$ cat src/hdl/npc_pkg.sv
`default_nettype none

package npc_pkg;

    // Search size: leading palette entries that take part (2..256).
    localparam int unsigned PALETTE_ENTRIES = 256;

    localparam int unsigned CHAN_W  = 8;
    localparam int unsigned COLOR_W = 3 * CHAN_W;
    localparam int unsigned IDX_W   = 8;
    localparam int unsigned SQ_W    = 2 * CHAN_W;
    // 3 * 255^2 = 195075 fits in 18 bits
    localparam int unsigned DIST_W  = SQ_W + 2;

    localparam int unsigned TREE_LEVELS = $clog2(PALETTE_ENTRIES);
    localparam int unsigned TREE_LEAVES = 1 << TREE_LEVELS;
    // distance stages (difference, sum of squares) plus compare tree
    localparam int unsigned DIST_STAGES = 2;
    localparam int unsigned STAGES      = DIST_STAGES + TREE_LEVELS;

    typedef logic [STAGES-1:0] stage_vec_t;
    typedef logic [DIST_W-1:0] dist_t;
    typedef logic [IDX_W-1:0]  idx_t;

    // red 23:16, green 15:8, blue 7:0
    localparam logic [COLOR_W-1:0] PALETTE_ROM [256] = '{
        24'h000000, 24'h002008, 24'h004010, 24'h006018,
        24'h008020, 24'h00a028, 24'h00c030, 24'h00e038,
        24'h080040, 24'h082048, 24'h084050, 24'h086058,
        24'h088060, 24'h08a068, 24'h08c070, 24'h08e078,
        24'h100080, 24'h102088, 24'h104090, 24'h106098,
        24'h1080a0, 24'h10a0a8, 24'h10c0b0, 24'h10e0b8,
        24'h1800c0, 24'h1820c8, 24'h1840d0, 24'h1860d8,
        24'h1880e0, 24'h18a0e8, 24'h18c0f0, 24'h18e0f8,
        24'h200400, 24'h202408, 24'h204410, 24'h206418,
        24'h208420, 24'h20a428, 24'h20c430, 24'h20e438,
        24'h280440, 24'h282448, 24'h284450, 24'h286458,
        24'h288460, 24'h28a468, 24'h28c470, 24'h28e478,
        24'h300480, 24'h302488, 24'h304490, 24'h306498,
        24'h3084a0, 24'h30a4a8, 24'h30c4b0, 24'h30e4b8,
        24'h3804c0, 24'h3824c8, 24'h3844d0, 24'h3864d8,
        24'h3884e0, 24'h38a4e8, 24'h38c4f0, 24'h38e4f8,
        24'h400800, 24'h402808, 24'h404810, 24'h406818,
        24'h408820, 24'h40a828, 24'h40c830, 24'h40e838,
        24'h480840, 24'h482848, 24'h484850, 24'h486858,
        24'h488860, 24'h48a868, 24'h48c870, 24'h48e878,
        24'h500880, 24'h502888, 24'h504890, 24'h506898,
        24'h5088a0, 24'h50a8a8, 24'h50c8b0, 24'h50e8b8,
        24'h5808c0, 24'h5828c8, 24'h5848d0, 24'h5868d8,
        24'h5888e0, 24'h58a8e8, 24'h58c8f0, 24'h58e8f8,
        24'h600c00, 24'h602c08, 24'h604c10, 24'h606c18,
        24'h608c20, 24'h60ac28, 24'h60cc30, 24'h60ec38,
        24'h680c40, 24'h682c48, 24'h684c50, 24'h686c58,
        24'h688c60, 24'h68ac68, 24'h68cc70, 24'h68ec78,
        24'h700c80, 24'h702c88, 24'h704c90, 24'h706c98,
        24'h708ca0, 24'h70aca8, 24'h70cca8, 24'h70eca8,
        24'h78ccc0, 24'h78ccc8, 24'h78ccd0, 24'h78ccd8,
        24'h78cce0, 24'h78cce8, 24'h78ccf0, 24'h78ccf8,
        24'h801000, 24'h803008, 24'h805010, 24'h807018,
        24'h809020, 24'h80a028, 24'h80c030, 24'h80e038,
        24'h881040, 24'h883048, 24'h885050, 24'h887058,
        24'h889060, 24'h88a068, 24'h88c070, 24'h88e078,
        24'h901080, 24'h903088, 24'h905090, 24'h907098,
        24'h9090a0, 24'h90a0a8, 24'h90c0b0, 24'h90e0b8,
        24'h9810c0, 24'h9830c8, 24'h9850d0, 24'h9870d8,
        24'h9890e0, 24'h98a0e8, 24'h98c0f0, 24'h98e0f8,
        24'ha01400, 24'ha03408, 24'ha05410, 24'ha07418,
        24'ha09420, 24'ha0b428, 24'ha0d430, 24'ha0f438,
        24'ha81440, 24'ha83448, 24'ha85450, 24'ha87458,
        24'ha89460, 24'ha8b468, 24'ha8d470, 24'ha8f478,
        24'hb01480, 24'hb03488, 24'hb05490, 24'hb07498,
        24'hb094a0, 24'hb0b4a8, 24'hb0d4b0, 24'hb0f4b8,
        24'hb814c0, 24'hb834c8, 24'hb854d0, 24'hb874d8,
        24'hb894e0, 24'hb8b4e8, 24'hb8d4f0, 24'hb8f4f8,
        24'hc01800, 24'hc03808, 24'hc05810, 24'hc07818,
        24'hc09820, 24'hc0b828, 24'hc0d830, 24'hc0f838,
        24'hc81840, 24'hc83848, 24'hc85850, 24'hc87858,
        24'hc89860, 24'hc8b868, 24'hc8d870, 24'hc8f878,
        24'hd01880, 24'hd03888, 24'hd05890, 24'hd07898,
        24'hd098a0, 24'hd0b8a8, 24'hd0d8b0, 24'hd0f8b8,
        24'hd818c0, 24'hd838c8, 24'hd858d0, 24'hd878d8,
        24'hd898e0, 24'hd8b8e8, 24'hd8d8f0, 24'hd8f8f8,
        24'he01c00, 24'he03c08, 24'he05c10, 24'he07c18,
        24'he09c20, 24'he0bc28, 24'he0dc30, 24'he0fc38,
        24'he81c40, 24'he83c48, 24'he85c50, 24'he87c58,
        24'he89c60, 24'he8bc68, 24'he8dc70, 24'he8fc78,
        24'hf01c80, 24'hf03c88, 24'hf05c90, 24'hf07c98,
        24'hf09ca0, 24'hf0bca8, 24'hf0dcb0, 24'hf0fcb8,
        24'hf81cc0, 24'hf83cc8, 24'hf85cd0, 24'hf87cd8,
        24'hf89ce0, 24'hf8bce8, 24'hf8dcf0, 24'hf8fcf8
    };

    // floor(log2(v)) for v >= 1, elaboration only
    function automatic int unsigned floor_log2(input int unsigned v);
        int unsigned r;
        r = 0;
        for (int unsigned k = 1; k < 32; k++) begin
            if ((v >> k) != 0) begin
                r = k;
            end
        end
        return r;
    endfunction

    function automatic logic [CHAN_W-1:0] abs_diff(input logic [CHAN_W-1:0] a,
                                                   input logic [CHAN_W-1:0] b);
        return (a >= b) ? (a - b) : (b - a);
    endfunction

endpackage

`default_nettype wire

$ cat src/hdl/npc_ctrl.sv
`default_nettype none

module npc_ctrl (
    input  wire logic               clk,
    input  wire logic               rst_n,
    input  wire logic               in_valid,
    output logic                    in_ready,
    output logic                    out_valid,
    input  wire logic               out_ready,
    output npc_pkg::stage_vec_t     load
);
    import npc_pkg::*;

    stage_vec_t valid_reg;
    stage_vec_t valid_next;

    // a stage loads when empty or when its word moves on
    always_comb
    begin
        load[STAGES-1] = !valid_reg[STAGES-1] || out_ready;
        for (int k = STAGES - 2; k >= 0; k--) begin
            load[k] = !valid_reg[k] || load[k+1];
        end
        valid_next = valid_reg;
        if (load[0]) begin
            valid_next[0] = in_valid;
        end
        for (int k = 1; k < STAGES; k++) begin
            if (load[k]) begin
                valid_next[k] = valid_reg[k-1];
            end
        end
    end

    always_ff @(posedge clk or negedge rst_n)
    begin
        if (!rst_n) begin
            valid_reg <= '0;
        end else begin
            valid_reg <= valid_next;
        end
    end

    assign in_ready  = load[0];
    assign out_valid = valid_reg[STAGES-1];

    // a full stage never loads over a word its successor is not taking
    a_no_overwrite: assert property (@(posedge clk) disable iff (!rst_n)
        (load[STAGES-2:0] & valid_reg[STAGES-2:0] & ~load[STAGES-1:1]) == '0)
        else $error("stage overwritten while successor stalled");

    a_empty_out_ready: assert property (@(posedge clk) disable iff (!rst_n)
        !valid_reg[STAGES-1] |-> in_ready)
        else $error("input stalled with empty output stage");

    a_accept_lands: assert property (@(posedge clk) disable iff (!rst_n)
        in_valid && in_ready |=> valid_reg[0])
        else $error("accepted word not captured");

endmodule

`default_nettype wire

$ cat config.mk
export PLATFORM = sky130hd
export DESIGN_NAME = npc_ctrl
export DESIGN_NICKNAME = d
export VERILOG_FILES = /design/src/hdl/npc_pkg.sv /design/src/hdl/npc_ctrl.sv
export SDC_FILE = /design/constraint.sdc
export NUM_CORES = 1
export LEC_CHECK = 0
export CAP_MARGIN = 10
export CELL_PAD_IN_SITES_DETAIL_PLACEMENT = 0
export CELL_PAD_IN_SITES_GLOBAL_PLACEMENT = 1
export CORE_AREA = 2 2 39 41
export CTS_CLUSTER_DIAMETER = 30
export DETAILED_ROUTE_END_ITERATION = 10
export DIE_AREA = 0 0 41 43
export DONT_BUFFER_PORTS = 1
export HOLD_SLACK_MARGIN = 0.1
export PLACE_DENSITY_LB_ADDON = 0.1
export RECOVER_POWER = 25
export SYNTH_ARGS = -nofsm -noshare
export SYNTH_HDL_FRONTEND = slang
export SYNTH_SLANG_ARGS = --single-unit
$ cat constraint.sdc
create_clock -name clk -period 1.46 [get_ports clk]
set_input_delay 0.073 -clock clk [delete_from_list [all_inputs] [get_ports clk]]
set_output_delay 0.073 -clock clk [all_outputs]
set_load 0.03 [all_outputs]
==> summary.md <==
| Metric | Value |
|---|---|
| Status | complete, no violations |
| Netlist cell types | 18 |
| Primary FF master, synth | dfrtp_1 |
| Fill cell count | 143 |
| Initial cell density of the core | 32.55% |
| Clk_lat worst skew | 0.26 ns |
| Routed WL | 1.013 mm |
| Hold_ws | 0.1933 ns |
| I/O pin cnt | 16 |
| Final Max Tran Viols | 0 |
| Syn_area_per_cell | 12.17 µm² |
| Min Tclk post-route | 1.353 ns |
| CTS Sinks | 10 |
| Mapped Cells | 37 |
| Commonest non-fill, non-tap cell in the layout | buf_4 |
| Routability cong. | 0.6190 |
| Die height | 43 µm |
| Final Hold Viols | 0 |
| PortBufs | 0 |
| DP HPWL | 639.7 µm |
| CTS root buffer | clkbuf_4 |
| Antenna diodes | 0 |
| Worst Path Required | 1.39 ns |
| Initial antenna violation count | 0 |
| DP Cell Count | 59 |
| Power Total | 0.9173 mW |
| CTS H-tree lvls | 1 |
| First-pass DRT Iterations | 4 |
| CTS tree | built |
| Worst Path Arrival | 1.28 ns |
| Setup TNS | 0 ns |
| DR vias/cell | 5.194 |
| Number of CTS-inserted buffers | 3 |
| DR vias | 348 |
| CP max FO | 8 |
| Total setup buffers inserted after CTS | 0 |
| Grt total ovfl | 0 |
| Mapped Nets | 41 |
| Total GRT Usage | 13.14% |
| #FFs+latches synth | 10 |
| Antenna viol nets, final | 0 |
| Core Region | 1384 µm² |
| Sequential share of the synthesized area | 55.56% |
| Layout area overhead | 32.50% |
| Fmax | 0.7391 GHz |
| VDD IR max | 0.0006630 V |
| Longest Clk Path Bufs | 2 |
| Lkg Pwr | 0.2534 nW |
| Critical Path End Type | output pin |
| Clk_skew | 0.002615 ns |
| Final period utilization | 92.67% |
| Avg WL per Cell | 15.12 µm |
| Largest net degree at the start of global routing | 17 |
| Die Width | 41 µm |
| Global-route wire length before repair | 1.455 mm |
| Die area | 1763 µm² |
| Starting DRT DRC Count | 4 |
| WS Path Type | reg2out |
| Pwr/cell area | 1537 nW/µm² |
| Share of cells above drive strength 1 | 47.06% |
| HP Class | in2async |
| Vias in the first global route | 349 |
| Final cell count without fillers | 67 |
| Nets | 56 |
| RSZ-0062 raised after global routing | no |
| Reg clk slew, reported paths | 0.07 ns |
| Site Rows | 14 |
| Max reg flops | 10 |
| Nature of the critical path startpoint | flop |
| Util after Layout | 43.13% |
| Post-synth EDFFs | 0 |
| Setup violators final | 0 |
| Mapped Area | 450.4 µm² |
| Slew headroom | 69.23% |
| Most frequent cells in the layout | buf_4, dfrtp_1 |
| Async set-or-reset flop fraction in the synthesized netlist | 100.0% |
| Syn. warnings | 0 |
| Slew at the pin with the worst max-slew slack | 0.4600 ns |
| # Max-Cap Violations | 0 |
| Drt drc | 0 |
==> cells in the mapped netlist, types with 2 or more instances <==
master    instances  share of area (%)
dfrtp_1          10                 56
nand2_1           2                1.7
a31o_2            2                3.9
nand2b_1          3                4.2
buf_6             3                7.5
nand3_1           3                3.3
nand4_1           2                2.8
a21o_1            2                3.3
==> report_power, final <==
group	internal (mW)	switching, mW
clock network	0.151	0.0962
registers	0.325	0.0537
logic	0.115	0.175
total	0.592	0.325
==> timing repair <==
action	4_1_cts	5_1_grt
gates cloned	0	1
hold buffers	3	0
endpoints found under the setup margin	9	5
endpoints found under the hold margin	13	0
resized for setup	4	2
pin swaps	0	1
==> routing by layer <==
layer / track usage [%] / up-vias / routed length, µm
li1: - / 167 / -
met1: 13.13 / 168 / 387
met2: 20.63 / 11 / 555
met3: 4.712 / 2 / 62
met4: 10.00 / 0 / 7
met5: 0 / - / 0
==> layout make-up <==
class | instances | area, µm² | area share [%]
tap | 16 | 20.02 | 3.354
timing repair buffer | 13 | 105.1 | 17.61
inverter | 1 | 3.754 | 0.6289
clock buffer | 4 | 36.28 | 6.080
sequential | 10 | 254.0 | 42.56
multi-input combinational | 23 | 177.7 | 29.77
==> through the flow <==
step	instance area [µm²]	worst slack (ns)
2_1_floorplan	456.7	0.07972
3_3_place_gp	510.5	0.1785
3_5_place_dp	510.5	0.1073
4_1_cts	583.1	0.02981
5_1_grt	596.8	0.02119
6_report	596.8	0.1071
==> logic make-up (layout without fill, tap and decap cells) <==
kind of cell	after synthesis	after routing	share of synthesized area, %
buffers and inverters	5	18	9.999
DFF	10	10	55.56
AOI/OAI and AO/OA	7	7	13.89
and+or+nand+nor	15	16	20.56
==> critical path, cell delays in order (launching register included) <==
cell     delay [ns]
dfrtp_2        0.42
and4_4         0.29
nand4_1        0.11
buf_4          0.19
==> worst paths after layout <==
kind | from | endpoint | slack, ns | cells past startpoint
max | valid_reg[6]$_DFFE_PN0P_ | load[1] | 0.11 | 3
min reg2reg | valid_reg[3]$_DFFE_PN0P_ | valid_reg[4]$_DFFE_PN0P_ | 0.47 | 1
min | rst_n | valid_reg[8]$_DFFE_PN0P_ | 0.19 | 1
min in group clk | out_ready | valid_reg[3]$_DFFE_PN0P_ | 0.28 | 2
max reg2reg | valid_reg[9]$_DFFE_PN0P_ | valid_reg[4]$_DFFE_PN0P_ | 0.35 | 2
max in group asynchronous | rst_n | valid_reg[9]$_DFFE_PN0P_ | 0.93 | 1
No activity file was read; power rests on OpenSTA's default activity.
